### src/rtl/core/rcf_pkg.sv
`timescale 1ns / 1ps

package rcf_pkg;

  localparam logic OP_HEADER  = 1'b0;
  localparam logic OP_PAYLOAD = 1'b1;

  localparam logic [1:0]  FMT_TYPE0 = 2'd0;
  localparam logic [1:0]  FMT_TYPE1 = 2'd1;
  localparam logic [1:0]  FMT_TYPE3 = 2'd3;

  localparam logic [23:0] CHUNK_CAP_RESET  = 24'd128;
  localparam logic [23:0] EXT_TS_MARK      = 24'hffffff;
  localparam logic [16:0] LONG_ID_BASE     = 17'd64;
  localparam logic [16:0] TWO_BYTE_LIMIT   = 17'd320;

  localparam int CMD_DEPTH = 4;
  localparam int CMD_PTR_W = $clog2(CMD_DEPTH);
  localparam int CMD_CNT_W = $clog2(CMD_DEPTH + 1);

  // byte slots of one command, in wire order
  localparam int S_B0  = 0;
  localparam int S_B1  = 1;
  localparam int S_B2  = 2;
  localparam int S_T0  = 3;
  localparam int S_T1  = 4;
  localparam int S_T2  = 5;
  localparam int S_L0  = 6;
  localparam int S_L1  = 7;
  localparam int S_L2  = 8;
  localparam int S_TID = 9;
  localparam int S_S0  = 10;
  localparam int S_S1  = 11;
  localparam int S_S2  = 12;
  localparam int S_S3  = 13;
  localparam int S_E0  = 14;
  localparam int S_E1  = 15;
  localparam int S_E2  = 16;
  localparam int S_E3  = 17;
  localparam int S_P   = 18;
  localparam int NUM_SLOTS = 19;

  typedef struct packed {
    logic        has_basic;
    logic        has_ts;
    logic        has_len;
    logic        has_sid;
    logic        has_ext;
    logic        has_pay;
    logic        done;
    logic [1:0]  fmt;
    logic [16:0] csid;
    logic [31:0] ts;
    logic [23:0] len;
    logic [7:0]  tid;
    logic [31:0] sid;
    logic [7:0]  pb;
  } cmd_t;

endpackage

### src/rtl/core/rcf_front.sv
`timescale 1ns / 1ps

module rcf_front (
  input  logic               clk,
  input  logic               rst_n,
  input  logic               cfg_wr_en,
  input  logic [23:0]        cfg_wr_data,
  input  logic               accept_i,
  input  logic               operation_i,
  input  logic [1:0]         format_type_i,
  input  logic [16:0]        chunk_stream_id_i,
  input  logic [31:0]        timestamp_i,
  input  logic               extended_i,
  input  logic [23:0]        message_length_i,
  input  logic [7:0]         type_id_i,
  input  logic [31:0]        stream_id_i,
  input  logic [7:0]         payload_byte_i,
  output logic               push_o,
  output rcf_pkg::cmd_t      cmd_o
);

  logic [23:0] chunk_cap_r;
  logic [23:0] bytes_in_chunk_r, bytes_in_chunk_nxt;
  logic [23:0] bytes_left_r, bytes_left_nxt;
  logic [16:0] held_csid_r;
  logic        held_ext_r;
  logic [31:0] held_ts_r;
  logic        boundary;
  logic        is_hdr;

  assign is_hdr   = (operation_i == rcf_pkg::OP_HEADER);
  assign boundary = (chunk_cap_r != 24'd0) && (bytes_in_chunk_r >= chunk_cap_r);

  always_comb begin
    cmd_o              = '0;
    push_o             = 1'b0;
    bytes_in_chunk_nxt = bytes_in_chunk_r;
    bytes_left_nxt     = bytes_left_r;
    if (is_hdr) begin
      push_o             = accept_i && (message_length_i != 24'd0);
      bytes_in_chunk_nxt = 24'd0;
      bytes_left_nxt     = message_length_i;
      cmd_o.has_basic    = 1'b1;
      cmd_o.has_ts       = (format_type_i != rcf_pkg::FMT_TYPE3);
      cmd_o.has_len      = (format_type_i == rcf_pkg::FMT_TYPE0) ||
                           (format_type_i == rcf_pkg::FMT_TYPE1);
      cmd_o.has_sid      = (format_type_i == rcf_pkg::FMT_TYPE0);
      cmd_o.has_ext      = extended_i;
      cmd_o.fmt          = format_type_i;
      cmd_o.csid         = chunk_stream_id_i;
      cmd_o.ts           = timestamp_i;
      cmd_o.len          = message_length_i;
      cmd_o.tid          = type_id_i;
      cmd_o.sid          = stream_id_i;
    end else begin
      push_o          = accept_i && (bytes_left_r != 24'd0);
      cmd_o.has_basic = boundary;
      cmd_o.has_ext   = boundary && held_ext_r;
      cmd_o.has_pay   = 1'b1;
      cmd_o.done      = (bytes_left_r == 24'd1);
      cmd_o.fmt       = rcf_pkg::FMT_TYPE3;
      cmd_o.csid      = held_csid_r;
      cmd_o.ts        = held_ts_r;
      cmd_o.pb        = payload_byte_i;
      if (bytes_left_r != 24'd0) begin
        bytes_left_nxt     = bytes_left_r - 24'd1;
        bytes_in_chunk_nxt = boundary ? 24'd1 : bytes_in_chunk_r + 24'd1;
      end
    end
  end

  always_ff @(posedge clk) begin
    if (!rst_n) begin
      chunk_cap_r      <= rcf_pkg::CHUNK_CAP_RESET;
      bytes_in_chunk_r <= '0;
      bytes_left_r     <= '0;
      held_csid_r      <= '0;
      held_ext_r       <= 1'b0;
      held_ts_r        <= '0;
    end else begin
      if (cfg_wr_en) begin
        chunk_cap_r <= cfg_wr_data;
      end
      if (accept_i) begin
        bytes_in_chunk_r <= bytes_in_chunk_nxt;
        bytes_left_r     <= bytes_left_nxt;
        if (is_hdr) begin
          held_csid_r <= chunk_stream_id_i;
          held_ext_r  <= extended_i;
          held_ts_r   <= timestamp_i;
        end
      end
    end
  end

endmodule

### src/rtl/core/rcf_cmd_queue.sv
`timescale 1ns / 1ps

module rcf_cmd_queue (
  input  logic          clk,
  input  logic          rst_n,
  input  logic          push_i,
  input  rcf_pkg::cmd_t push_cmd_i,
  input  logic          pop_i,
  output rcf_pkg::cmd_t head_o,
  output logic          full_o,
  output logic          empty_o
);

  rcf_pkg::cmd_t mem_r [rcf_pkg::CMD_DEPTH];
  logic [rcf_pkg::CMD_PTR_W-1:0] wr_ptr_r, rd_ptr_r;
  logic [rcf_pkg::CMD_CNT_W-1:0] cnt_r, cnt_nxt;

  assign full_o  = (cnt_r == rcf_pkg::CMD_CNT_W'(rcf_pkg::CMD_DEPTH));
  assign empty_o = (cnt_r == '0);
  assign head_o  = mem_r[rd_ptr_r];

  always_comb begin
    cnt_nxt = cnt_r;
    if (push_i && !pop_i) begin
      cnt_nxt = cnt_r + 1'b1;
    end else if (pop_i && !push_i) begin
      cnt_nxt = cnt_r - 1'b1;
    end
  end

  always_ff @(posedge clk) begin
    if (push_i) begin
      mem_r[wr_ptr_r] <= push_cmd_i;
    end
  end

  always_ff @(posedge clk) begin
    if (!rst_n) begin
      wr_ptr_r <= '0;
      rd_ptr_r <= '0;
      cnt_r    <= '0;
    end else begin
      if (push_i) begin
        wr_ptr_r <= wr_ptr_r + 1'b1;
      end
      if (pop_i) begin
        rd_ptr_r <= rd_ptr_r + 1'b1;
      end
      cnt_r <= cnt_nxt;
    end
  end

  a_no_push_full: assert property (@(posedge clk) disable iff (!rst_n)
    !(push_i && full_o))
    else $error("command pushed into full queue");

  a_no_pop_empty: assert property (@(posedge clk) disable iff (!rst_n)
    !(pop_i && empty_o))
    else $error("command popped from empty queue");

endmodule

### src/rtl/core/rcf_back.sv
`timescale 1ns / 1ps

module rcf_back (
  input  logic          clk,
  input  logic          rst_n,
  input  rcf_pkg::cmd_t head_i,
  input  logic          q_empty_i,
  output logic          q_pop_o,
  input  logic          out_pop,
  output logic          out_empty,
  output logic [7:0]    out_byte,
  output logic          out_run_last,
  output logic          out_message_done
);

  localparam int NS = rcf_pkg::NUM_SLOTS;

  logic [NS-1:0] sent_r, sent_nxt;
  logic [NS-1:0] mask, active, pick, rest;
  logic [7:0]    slot_b [NS];
  logic [7:0]    sel_byte;
  logic [16:0]   id_m64;
  logic [23:0]   ts24;
  logic [5:0]    id_low;
  logic          long_id, very_long_id;
  logic          load, last, out_take;
  logic          out_valid_r;
  logic [7:0]    byte_r;
  logic          run_last_r, done_r;

  assign id_m64       = head_i.csid - rcf_pkg::LONG_ID_BASE;
  assign long_id      = (head_i.csid >= rcf_pkg::LONG_ID_BASE);
  assign very_long_id = (head_i.csid >= rcf_pkg::TWO_BYTE_LIMIT);
  assign ts24         = head_i.has_ext ? rcf_pkg::EXT_TS_MARK : head_i.ts[23:0];
  assign id_low       = !long_id ? head_i.csid[5:0] : (very_long_id ? 6'd1 : 6'd0);

  always_comb begin
    mask                   = '0;
    mask[rcf_pkg::S_B0]    = head_i.has_basic;
    mask[rcf_pkg::S_B1]    = head_i.has_basic && long_id;
    mask[rcf_pkg::S_B2]    = head_i.has_basic && very_long_id;
    mask[rcf_pkg::S_T0]    = head_i.has_ts;
    mask[rcf_pkg::S_T1]    = head_i.has_ts;
    mask[rcf_pkg::S_T2]    = head_i.has_ts;
    mask[rcf_pkg::S_L0]    = head_i.has_len;
    mask[rcf_pkg::S_L1]    = head_i.has_len;
    mask[rcf_pkg::S_L2]    = head_i.has_len;
    mask[rcf_pkg::S_TID]   = head_i.has_len;
    mask[rcf_pkg::S_S0]    = head_i.has_sid;
    mask[rcf_pkg::S_S1]    = head_i.has_sid;
    mask[rcf_pkg::S_S2]    = head_i.has_sid;
    mask[rcf_pkg::S_S3]    = head_i.has_sid;
    mask[rcf_pkg::S_E0]    = head_i.has_ext;
    mask[rcf_pkg::S_E1]    = head_i.has_ext;
    mask[rcf_pkg::S_E2]    = head_i.has_ext;
    mask[rcf_pkg::S_E3]    = head_i.has_ext;
    mask[rcf_pkg::S_P]     = head_i.has_pay;

    slot_b[rcf_pkg::S_B0]  = {head_i.fmt, id_low};
    slot_b[rcf_pkg::S_B1]  = id_m64[7:0];
    slot_b[rcf_pkg::S_B2]  = id_m64[15:8];
    slot_b[rcf_pkg::S_T0]  = ts24[23:16];
    slot_b[rcf_pkg::S_T1]  = ts24[15:8];
    slot_b[rcf_pkg::S_T2]  = ts24[7:0];
    slot_b[rcf_pkg::S_L0]  = head_i.len[23:16];
    slot_b[rcf_pkg::S_L1]  = head_i.len[15:8];
    slot_b[rcf_pkg::S_L2]  = head_i.len[7:0];
    slot_b[rcf_pkg::S_TID] = head_i.tid;
    slot_b[rcf_pkg::S_S0]  = head_i.sid[7:0];
    slot_b[rcf_pkg::S_S1]  = head_i.sid[15:8];
    slot_b[rcf_pkg::S_S2]  = head_i.sid[23:16];
    slot_b[rcf_pkg::S_S3]  = head_i.sid[31:24];
    slot_b[rcf_pkg::S_E0]  = head_i.ts[31:24];
    slot_b[rcf_pkg::S_E1]  = head_i.ts[23:16];
    slot_b[rcf_pkg::S_E2]  = head_i.ts[15:8];
    slot_b[rcf_pkg::S_E3]  = head_i.ts[7:0];
    slot_b[rcf_pkg::S_P]   = head_i.pb;
  end

  // next slot of the head command still to be sent
  assign active = q_empty_i ? '0 : (mask & ~sent_r);
  assign pick   = active & (~active + 1'b1);
  assign rest   = active & ~pick;
  assign last   = (rest == '0);

  always_comb begin
    sel_byte = 8'd0;
    for (int i = 0; i < NS; i++) begin
      sel_byte = sel_byte | (slot_b[i] & {8{pick[i]}});
    end
  end

  assign out_take = out_pop && out_valid_r;
  assign load     = (active != '0) && (!out_valid_r || out_pop);
  assign q_pop_o  = load && last;

  always_comb begin
    sent_nxt = sent_r;
    if (load) begin
      sent_nxt = last ? '0 : (sent_r | pick);
    end
  end

  always_ff @(posedge clk) begin
    if (load) begin
      byte_r     <= sel_byte;
      run_last_r <= last;
      done_r     <= pick[rcf_pkg::S_P] && head_i.done;
    end
  end

  always_ff @(posedge clk) begin
    if (!rst_n) begin
      sent_r      <= '0;
      out_valid_r <= 1'b0;
    end else begin
      sent_r <= sent_nxt;
      if (load) begin
        out_valid_r <= 1'b1;
      end else if (out_take) begin
        out_valid_r <= 1'b0;
      end
    end
  end

  assign out_empty        = !out_valid_r;
  assign out_byte         = byte_r;
  assign out_run_last     = run_last_r;
  assign out_message_done = done_r;

  a_partial_cmd_held: assert property (@(posedge clk) disable iff (!rst_n)
    (sent_r != '0) |-> !q_empty_i)
    else $error("command left the queue before all its bytes were sent");

  a_done_is_last: assert property (@(posedge clk) disable iff (!rst_n)
    (out_valid_r && done_r) |-> run_last_r)
    else $error("message end not on the last byte of a transaction");

  a_load_needs_room: assert property (@(posedge clk) disable iff (!rst_n)
    (out_valid_r && !out_pop) |=> ($stable(byte_r) && out_valid_r))
    else $error("output byte overwritten while stalled");

endmodule

### src/rtl/core/rtmp_chunk_framer_unit.sv
`timescale 1ns / 1ps
// rtmp chunk framer
// input queue side: present an item and raise in_push; it is taken on a clock
//   edge with in_full low. operation 0 opens a message (basic header plus type
//   0 to 3 message header, extended timestamp when in_extended is set),
//   operation 1 carries one payload byte. a zero length header or a payload
//   byte with no bytes left produces nothing.
// output queue side: while out_empty is low, out_byte is the oldest waiting
//   byte; out_pop takes it. out_run_last marks the last byte of one input
//   transaction, out_message_done the last payload byte of the message.
// config: cfg_wr_en with cfg_wr_data sets the chunk payload limit (resets to
//   128); write only while idle. zero disables chunk boundaries.
// with the output idle, a taken input transaction is written into the command
//   queue and its first byte is then loaded from there into the output register.
// one input transaction per cycle as long as each yields one byte; a header
//   yields 1 to 18 bytes at the output and a payload byte that opens a new chunk
//   2 to 8, one byte per cycle from the serializer while out_pop keeps up.
// reset: clears the queue, the output register and the message state.
// when the receiver stalls the output byte holds and the four deep command
//   queue (a partly sent command included) fills, then in_full rises.

module rtmp_chunk_framer_unit (
  input  logic        clk,
  input  logic        rst_n,
  input  logic        cfg_wr_en,
  input  logic [23:0] cfg_wr_data,
  input  logic        in_push,
  output logic        in_full,
  input  logic        in_operation,
  input  logic [1:0]  in_format_type,
  input  logic [16:0] in_chunk_stream_id,
  input  logic [31:0] in_timestamp,
  input  logic        in_extended,
  input  logic [23:0] in_message_length,
  input  logic [7:0]  in_type_id,
  input  logic [31:0] in_stream_id,
  input  logic [7:0]  in_payload_byte,
  input  logic        out_pop,
  output logic        out_empty,
  output logic [7:0]  out_byte,
  output logic        out_run_last,
  output logic        out_message_done
);

  rcf_pkg::cmd_t push_cmd, head_cmd;
  logic          accept, push, pop, q_full, q_empty;

  assign accept  = in_push && !q_full;
  assign in_full = q_full;

  rcf_front u_front (
    .clk               (clk),
    .rst_n             (rst_n),
    .cfg_wr_en         (cfg_wr_en),
    .cfg_wr_data       (cfg_wr_data),
    .accept_i          (accept),
    .operation_i       (in_operation),
    .format_type_i     (in_format_type),
    .chunk_stream_id_i (in_chunk_stream_id),
    .timestamp_i       (in_timestamp),
    .extended_i        (in_extended),
    .message_length_i  (in_message_length),
    .type_id_i         (in_type_id),
    .stream_id_i       (in_stream_id),
    .payload_byte_i    (in_payload_byte),
    .push_o            (push),
    .cmd_o             (push_cmd)
  );

  rcf_cmd_queue u_queue (
    .clk        (clk),
    .rst_n      (rst_n),
    .push_i     (push),
    .push_cmd_i (push_cmd),
    .pop_i      (pop),
    .head_o     (head_cmd),
    .full_o     (q_full),
    .empty_o    (q_empty)
  );

  rcf_back u_back (
    .clk              (clk),
    .rst_n            (rst_n),
    .head_i           (head_cmd),
    .q_empty_i        (q_empty),
    .q_pop_o          (pop),
    .out_pop          (out_pop),
    .out_empty        (out_empty),
    .out_byte         (out_byte),
    .out_run_last     (out_run_last),
    .out_message_done (out_message_done)
  );

endmodule

### config.mk
export PLATFORM = sky130hd
export DESIGN_NAME = rtmp_chunk_framer_unit
export DESIGN_NICKNAME = d
export VERILOG_FILES = /design/src/rtl/core/rcf_pkg.sv /design/src/rtl/core/rcf_front.sv /design/src/rtl/core/rcf_cmd_queue.sv /design/src/rtl/core/rcf_back.sv /design/src/rtl/core/rtmp_chunk_framer_unit.sv
export SDC_FILE = /design/constraint.sdc
export NUM_CORES = 1
export LEC_CHECK = 0
export BUFFER_PORTS_ARGS = -buffer_cell sky130_fd_sc_hd__buf_2
export CAP_MARGIN = 20
export CORE_ASPECT_RATIO = 1.75
export CORE_MARGIN = 8
export CORE_UTILIZATION = 49
export CTS_CLUSTER_DIAMETER = 120
export DETAILED_ROUTE_END_ITERATION = 8
export PLACE_DENSITY = 0.65
export SKIP_CTS_REPAIR_TIMING = 1
export SYNTH_ARGS = -nofsm -noshare
export SYNTH_HDL_FRONTEND = slang
export SYNTH_HIERARCHICAL = 1
export SYNTH_SLANG_ARGS = --single-unit
### constraint.sdc
create_clock -name clk -period 9.5 [get_ports clk]
set_clock_uncertainty 0.15 [all_clocks]
set_input_delay 0 -clock clk [delete_from_list [all_inputs] [get_ports clk]]
set_output_delay 0 -clock clk [all_outputs]
set_load 0.02 [all_outputs]
==> run summary, run 1 <==
FLOORPLAN
--------------------------------------------------------------------------------------
Area of the die                                                           69,080 sq um
Rows                                                                               119
Die Wd                                                                        202.1 um
Number of top-level pins                                                           166
CORE AREA                                                                 60,150 sq um
Die span in y                                                                 341.8 um
Initial core utilization                                                        49.39%

CRITICAL PATH
--------------------------------------------------------------------------------------
Stages on worst setup path                                                          15
Data arrival time of the critical path                                         6.15 ns
R2R Setup Slk                                                                  3.73 ns
Cell type group with the largest total delay on the critical path         simple AND/OR/NAND/NOR gates
Kind of end point of the critical path                                            flop
End of the critical path                                                  u_queue/cnt_r[2]$_SDFFE_PN0P_
Critical path type                                                        flop to flop
CP Data Required Time                                                          9.87 ns
Cell breakdown of the critical path                                       buf_4, mux4_2, nor4_2, nand2_2, o311ai_4, a31oi_1, or3b_1, nor2_1, inv_1, ha_1, inv_1, fa_1, xor2_1, or3_1, a21boi_0
Maximum fanout encountered on the critical timing path                              35
Reg-to-reg critical path endpoint                                         u_queue/cnt_r[2]$_SDFFE_PN0P_
R2R depth                                                                           15
Largest incremental delay on the critical path                                 0.87 ns
Most common cell on crit path                                                    inv_1
Buffer and inverter count on the worst path                                          3
CP startpoint kind                                                                flop
Slowest cell on the critical path                                             o311ai_4

ROUTE
--------------------------------------------------------------------------------------
Mean routed wirelength per cell                                               25.35 um
Total Routed Length                                                          81,610 um
Number of DRC markers after the initial detailed-route iteration                 1,374
Antenna Nets Post-Route                                                              0
DR DRC count                                                                         0
Vias after detailed routing                                                     18,970
Number of detailed-routing iterations run before antenna repair                      7
Post-DR vias/cell                                                                5.893

PWR
--------------------------------------------------------------------------------------
Worst ir drop on vdd                                                       0.0001652 V
Sw Share                                                                        29.66%
Portion of total power attributed to combinational logic                         22.5%
Design Power                                                                  8.097 mW
Net switching power of the design                                             2.401 mW
Portion of total power attributed to sequential cells                            47.0%
Clock network power share                                                        30.6%
Static leakage                                                                11.91 nW
Cell-internal power                                                           5.695 mW
Cell area power density                                                   229.8 nW/um^2

CLOCKING
--------------------------------------------------------------------------------------
Number of buffers created by CTS                                                    59
Number of clock sinks                                                              681
Master cell of the clock root buffer                                         clkbuf_16
Max Buffers Root-to-Sink                                                             3
Clock slew at the register clock pins of the worst setup and hold paths        0.07 ns
Clock tree from TritonCTS                                                          yes
Depth of the CTS H-tree                                                              2
Latest clock arrival within the worst-skew pair                                0.63 ns

PLACED DESIGN
--------------------------------------------------------------------------------------
Post-detail-place hpwl                                                       56,150 um
Cell total after placement                                                       2,897
Buffers on Ports                                                                   165
Setup slack at placement                                                      3.702 ns
Cell Area, Placed                                                         31,130 sq um
Placer Congestion                                                               0.9389

STA
--------------------------------------------------------------------------------------
Worst-case hold slack                                                       0.04174 ns
Number of max-slew violations in the final report                                    0
Slack of the critical path                                                    3.727 ns
Minimum clock period                                                          5.773 ns
Slew @ Worst Pin                                                              1.109 ns
Fin Setup TNS                                                                     0 ns
RSZ-0062 raised after global routing                                                no
Final setup vio count                                                                0
Share of the clock period used by the worst path after layout                   60.77%
Number of failing hold endpoints at the final stage                                  0
Worst slew margin relative to its limit                                         26.07%
Max Fclk                                                                     173.2 MHz

LOGIC SYNTHESIS
--------------------------------------------------------------------------------------
Number of cells produced by synthesis                                            2,026
EDFF count, synth                                                                  530
Area of the mapped netlist                                                29,710 sq um
Mean instance size in the synthesized netlist                              14.67 sq um
Warnings from Yosys                                                                  6
Primary flip-flop cell chosen by synthesis mapping                            edfxtp_1
Fraction of registers with async set/reset                                          0%
Seq cells post-synth                                                               681
Post-Syn Nets                                                                    2,215
Sequential cell area fraction in the yosys report                               63.74%
Post-synth cell types                                                               98

GRT
--------------------------------------------------------------------------------------
Gr usage total                                                                  22.55%
Maximum number of pins on one net before global-route repair                        79
Wire length of the first global-routing pass                                118,500 um
Total global routing overflow                                                        0
Number of global-route vias before repair                                       18,570
Antenna violations before repair                                                     1

FINISH
--------------------------------------------------------------------------------------
Share of cells above drive strength 1                                           21.23%
Number of fill cells in the layout                                               4,738
Number of non-filler instances in the completed layout                           3,219
Area of the multi-input gates                                               9963 sq um
Cell area after layout                                                    35,230 sq um
Core Util, Final                                                                58.57%
Post-layout nets                                                                 2,570
Syn-to-layout area delta                                                        18.57%
Area occupied by registers                                                18,950 sq um

WORST HOLD PATH
--------------------------------------------------------------------------------------
Class of the most critical hold timing path                               primary input to flop

RUN STATUS
--------------------------------------------------------------------------------------
Outcome                                                                   finished clean

JOB
--------------------------------------------------------------------------------------
Max-cap violations                                                                   0

metal layers:
layer  share of wire [%]  routed length, um  up-vias  track usage, %
met5                   0                  0        -               0
met4                 4.4               3555        0           9.453
met3                 4.9               3968      159           3.314
met2                  53              43630      628           41.24
met1                  37              30460     9663           26.06
li1                    -                  -     8518               -
power groups by stage:
stage | combinational, mW | clock (mW) | sequential [mW]
after floorplan | 1.12 | 0 | 3.84
after global placement | 1.73 | 0 | 3.85
after detailed placement | 1.74 | 0 | 3.87
after CTS | 1.75 | 2.53 | 3.80
after global routing | 1.93 | 2.63 | 3.83
final | 1.82 | 2.47 | 3.80
layout make-up:
class,instances,area share [%]
clock buffers,80,4.706
repair buffers,402,8.925
flip-flops and latches,681,53.78
diodes,2,0.01421
clock inverters,31,1.005
well taps,786,2.791
multi-input cells,1190,28.28
inverters,47,0.5008
worst min path at each step:
stage	cells after the start	end	start
3_3_place_gp	3	u_front/chunk_cap_r[15]$_SDFFE_PN0P_	cfg_wr_data[15]
3_5_place_dp	3	u_front/chunk_cap_r[7]$_SDFFE_PN1P_	cfg_wr_data[7]
2_1_floorplan	2	u_back/out_valid_r$_SDFFE_PN0P_	rst_n
5_1_grt	4	u_front/held_ts_r[9]$_SDFFE_PN0P_	in_timestamp[9]
6_report	4	u_front/held_ts_r[10]$_SDFFE_PN0P_	in_timestamp[10]
4_1_cts	3	u_front/chunk_cap_r[7]$_SDFFE_PN1P_	cfg_wr_data[7]
cell usage in the layout, fill, tap and decap left out, types with 55 or more instances in the layout:
master and n:
a21boi_0 55, buf_2 163, clkbuf_16 61, dfxtp_1 149
dlygate4sd3_1 208, edfxtp_1 530, mux4_2 130, nand2_1 171
nor2_1 105, nor2b_1 103
synth_stat cells (37+ instances only):
cell type  number  area share [%]
a21boi_0       55             1.4
a21oi_1        45            0.76
clkbuf_1       56            0.71
dfxtp_1       151              10
edfxtp_1      530              54
inv_1          46            0.58
mux2_2         49             1.9
mux4_2        130             9.9
nand2_1       172             2.2
nor2_1        105             1.3
nor2b_1       104             2.2
nor3_1         37            0.62
o21ai_0        44            0.74
cell families (layout without fill, tap and decap cells):
group	after synthesis	after routing	synth area share, %
fa+ha+maj	36	36	1.533
compound gates	315	315	7.715
buf+inv	155	560	2.851
xor+xnor	32	32	0.9433
other cells	0	2	0
mux	205	205	12.59
flops	681	681	63.74
simple gates	602	602	10.63
sequential cells by signal, summed over array words and instances (netlist names), named ones only:
signal / count
u_front/held_csid_r: 17
u_front/held_ts_r: 32
u_queue/mem_r: 520
u_front/chunk_cap_r: 24
u_back/out_valid_r: 1
u_queue/wr_ptr_r: 2
u_back/sent_r: 19
u_back/out_byte: 8
u_queue/rd_ptr_r: 2
u_front/bytes_left_r: 24
u_queue/cnt_r: 3
u_back/out_message_done: 1
u_front/held_ext_r: 1
u_back/out_run_last: 1
u_front/bytes_in_chunk_r: 24
tightest hold or removal path: stages:
cell	delay (ns)
dlygate4sd3_1	0.53
buf_2	0.12
nand2_1	0.04
a21boi_0	0.06
(Power assumes the default switching activity.)
==> inputs of run 2 (changes only) <==
--- a/config.mk
+++ b/config.mk
@@ -5,6 +5,7 @@
 export SDC_FILE = /design/constraint.sdc
 export NUM_CORES = 1
 export LEC_CHECK = 0
+export ABC_AREA = 1
 export BUFFER_PORTS_ARGS = -buffer_cell sky130_fd_sc_hd__buf_2
 export CAP_MARGIN = 20
 export CORE_ASPECT_RATIO = 1.75
==> constraint.sdc (replaced) <==
create_clock -name clk -period 5.7 [get_ports clk]
set_clock_uncertainty 0.15 [all_clocks]
set_input_delay 0 -clock clk [delete_from_list [all_inputs] [get_ports clk]]
set_output_delay 0 -clock clk [all_outputs]
set_load 0.02 [all_outputs]
==> run summary, run 2 <==
RUN STATUS
--------------------------------------------------------------------------------------
Outcome                                                                   finished, violations left
Violations in the final reports                                            hold timing

PLACED DESIGN
--------------------------------------------------------------------------------------
Placer Congestion                                                               0.9486   +1.0%
Buffers on Ports                                                                   165   unchanged
Post-detail-place hpwl                                                       56,560 um   +0.73%

PWR
--------------------------------------------------------------------------------------
Static leakage                                                                13.80 nW   +16%
Worst ir drop on vdd                                                       0.0003504 V   +110%
Cell area power density                                                   366.9 nW/um^2   +60%

CRITICAL PATH
--------------------------------------------------------------------------------------
Kind of end point of the critical path                                            flop
Data arrival time of the critical path                                         5.07 ns   -1.08 ns
Slowest cell on the critical path                                              dfxtp_4
Critical path type                                                        flop to flop
Most common cell on crit path                                                   nor2_1
CP Data Required Time                                                          6.06 ns   -3.81 ns
Cell breakdown of the critical path                                       inv_12, o21ai_0, o22ai_1, nor2_1, nand2_1, nor2_1, nand2_1, nand2_2, nand2_4, nand3_1, nor2_1, nand3_1, nand2_1, inv_2, nand3_2, inv_1, inv_1, ha_1, inv_1, fa_1, o21ai_0, nor2_1
Maximum fanout encountered on the critical timing path                             105   +200%
CP startpoint kind                                                                flop
Largest incremental delay on the critical path                                 0.80 ns   -0.07 ns

LOGIC SYNTHESIS
--------------------------------------------------------------------------------------
Primary flip-flop cell chosen by synthesis mapping                            edfxtp_1
Mean instance size in the synthesized netlist                              9.823 sq um   -33%
Post-Syn Nets                                                                    3,285   +48%
Sequential cell area fraction in the yosys report                               62.27%   -1.5 points
Post-synth top area cell                                                      edfxtp_1
Warnings from Yosys                                                                  6   unchanged
Area of the mapped netlist                                                30,410 sq um   +2.4%
Fraction of registers with async set/reset                                          0%   unchanged
Cell types with the largest area share after synthesis                    edfxtp_1 52%, dfxtp_1 9.9%, nor2_1 6.5%
Post-synth cell types                                                               53   -46%
Seq cells post-synth                                                               681   unchanged
EDFF count, synth                                                                  530   unchanged
Leading cell types by count after synthesis                               530 x edfxtp_1, 524 x nor2_1, 430 x nand2_1
Number of cells produced by synthesis                                            3,096   +53%
Leading cell type by number of instances after synthesis                      edfxtp_1
Share of the synthesized area in the top cell type                              52.33%   -1.2 points

FINISH
--------------------------------------------------------------------------------------
Post-layout nets                                                                 3,548   +38%
Most common cell after layout, fill and taps aside                            edfxtp_1
Registers with the highest flip-flop counts                               u_queue/mem_r: 520 flops, u_front/held_ts_r: 32 flops
Syn-to-layout area delta                                                        16.25%
Leading cell types in the layout, fill and taps excluded                  530 x edfxtp_1, 524 x nor2_1, 429 x nand2_1
Largest reg by FF count                                                   u_queue/mem_r
Max FFs per register                                                               520   unchanged
Share of cells above drive strength 1                                           11.21%   -10 points

CLOCKING
--------------------------------------------------------------------------------------
Clock slew at the register clock pins of the worst setup and hold paths        0.07 ns   about the same
Number of buffers created by CTS                                                    58   -1.7%
Max Buffers Root-to-Sink                                                             3   unchanged
Depth of the CTS H-tree                                                              2   unchanged
Clock tree from TritonCTS                                                          yes
Latest clock arrival within the worst-skew pair                                0.62 ns   about the same
Number of clock sinks                                                              681   unchanged
Master cell of the clock root buffer                                         clkbuf_16

GRT
--------------------------------------------------------------------------------------
Total global routing overflow                                                        0   unchanged
Wire length of the first global-routing pass                                127,700 um   +7.8%
Gr usage total                                                                  23.11%   +0.55 points
Antenna violations before repair                                                     1   unchanged
Number of global-route vias before repair                                       22,630   +22%
Maximum number of pins on one net before global-route repair                       157   +99%

ROUTE
--------------------------------------------------------------------------------------
Antenna Nets Post-Route                                                              0   unchanged
Number of detailed-routing iterations run before antenna repair                      5   -2
Mean routed wirelength per cell                                               20.17 um   -20%
DR DRC count                                                                         0   unchanged
Vias after detailed routing                                                     23,100   +22%
Total Routed Length                                                          84,840 um   +4.0%
Number of DRC markers after the initial detailed-route iteration                 1,437   +4.6%
Post-DR vias/cell                                                                5.490   -6.8%

FLOORPLAN
--------------------------------------------------------------------------------------
Area of the die                                                           70,610 sq um   +2.2%
CORE AREA                                                                 61,770 sq um   +2.7%
Die Wd                                                                        204.3 um   +1.1%
Initial core utilization                                                        49.24%   -0.16 points
Rows                                                                               121   +1.7%
Die span in y                                                                 345.6 um   +1.1%
Number of top-level pins                                                           166   unchanged

STA
--------------------------------------------------------------------------------------
Number of failing hold endpoints at the final stage                                 31   +31
Number of max-slew violations in the final report                                    0   unchanged
Max Fclk                                                                     212.2 MHz   +23%
Worst-case hold slack                                                      -0.03510 ns   -0.07684 ns
Worst slew margin relative to its limit                                         28.21%   +2.1 points
Final setup vio count                                                                0   unchanged
Fin Setup TNS                                                                     0 ns   unchanged
Slew @ Worst Pin                                                              1.069 ns   -0.04023 ns
RSZ-0062 raised after global routing                                                no
Minimum clock period                                                          4.712 ns   -1.061 ns
Share of the clock period used by the worst path after layout                   82.66%   +22 points

JOB
--------------------------------------------------------------------------------------
Max-cap violations                                                                   0   unchanged

WORST HOLD PATH
--------------------------------------------------------------------------------------
Class of the most critical hold timing path                               primary input to flop

[run 2: cell count changes after synthesis, sizes merged, moves of 30 or more]
cell / before / now
and2: 31 / 1
o22ai: 6 / 130
a21oi: 48 / 133
a21boi: 65 / 0
nand2: 173 / 453
nand3: 20 / 62
nor2: 105 / 551
inv: 47 / 324
nor2b: 105 / 0
mux2: 49 / 0
o21ai: 48 / 448
mux4: 130 / 0
[run 2: stage by stage]
stage	power (mW)	cell area [sq um]	std cells	utilization (%)	setup WS [ns]
6_report	12.97	35350	4207	57.24	0.9882
5_1_grt	13.53	35350	4207	57.24	0.6163
4_1_cts	12.97	33770	4048	54.67	1.101
3_5_place_dp	8.729	31710	3940	51.34	1.099
3_3_place_gp	8.681	31710	3940	51.34	1.198
2_1_floorplan	7.887	30410	3096	-	0.8861
[run 2: area by class of cell]
cell class              instances  area [sq um]
diodes                          1         2.502
well taps                     799         999.7
inverters                     325          1245
repair buffers                351          2720
clock inverters                38         483.0
flip-flops and latches        681         18950
clock buffers                  70          1577
multi-input cells            1942          9382
fillers                      5287         26420
[run 2: cells by family after synthesis]
kind of cell | Yosys count | synth area share, %
AND/OR/NAND/NOR | 1148 | 15.78
adder cells (fa/ha/maj) | 35 | 1.465
flip-flops | 681 | 62.27
buffers and inverters | 473 | 6.907
XOR/XNOR | 28 | 0.8064
AO/OA/AOI/OAI | 731 | 12.77
[run 2: critical path: cells and delay by family (launching register included)]
family	cells	cell delay [ns]
DFF	1	0.80
adders and majority gates	2	0.60
AOI/OAI and AO/OA	3	0.63
and+or+nand+nor	12	1.37
buffers and inverters	5	0.89
[run 2: worst paths after layout]
check                                     from                                  end  slack (ns)  cells past startpoint
max                                       flop        u_queue/cnt_r[1]$_SDFFE_PN0P_        0.99                     22
min                                      rst_n  u_front/chunk_cap_r[4]$_SDFFE_PN0P_       -0.04                      3
max reg2reg                               flop        u_queue/cnt_r[1]$_SDFFE_PN0P_        0.99                     22
min reg2reg  u_front/held_ts_r[6]$_SDFFE_PN0P_    u_front/held_ts_r[6]$_SDFFE_PN0P_        0.30                      2
[run 2: where the power goes]
part | leakage, nW | switching, mW | total (mW) | internal (mW)
registers | 6.19 | 0.184 | 6.08 | 5.89
logic | 6.62 | 1.88 | 2.64 | 0.763
clock network | 0.990 | 1.82 | 4.26 | 2.43
total | 13.8 | 3.89 | 13.0 | 9.09
[run 2: routing by layer]
| metal | track usage, % | share of wire [%] | wire, um | vias to the layer above |
|---|---|---|---|---|
| met4 | 8.870 | 3.9 | 3349 | 0 |
| met3 | 2.634 | 4.7 | 3999 | 164 |
| met1 | 25.81 | 37 | 31670 | 11190 |
| met5 | 0 | 0 | 0 | - |
| li1 | - | - | - | 11060 |
| met2 | 43.73 | 54 | 45820 | 684 |
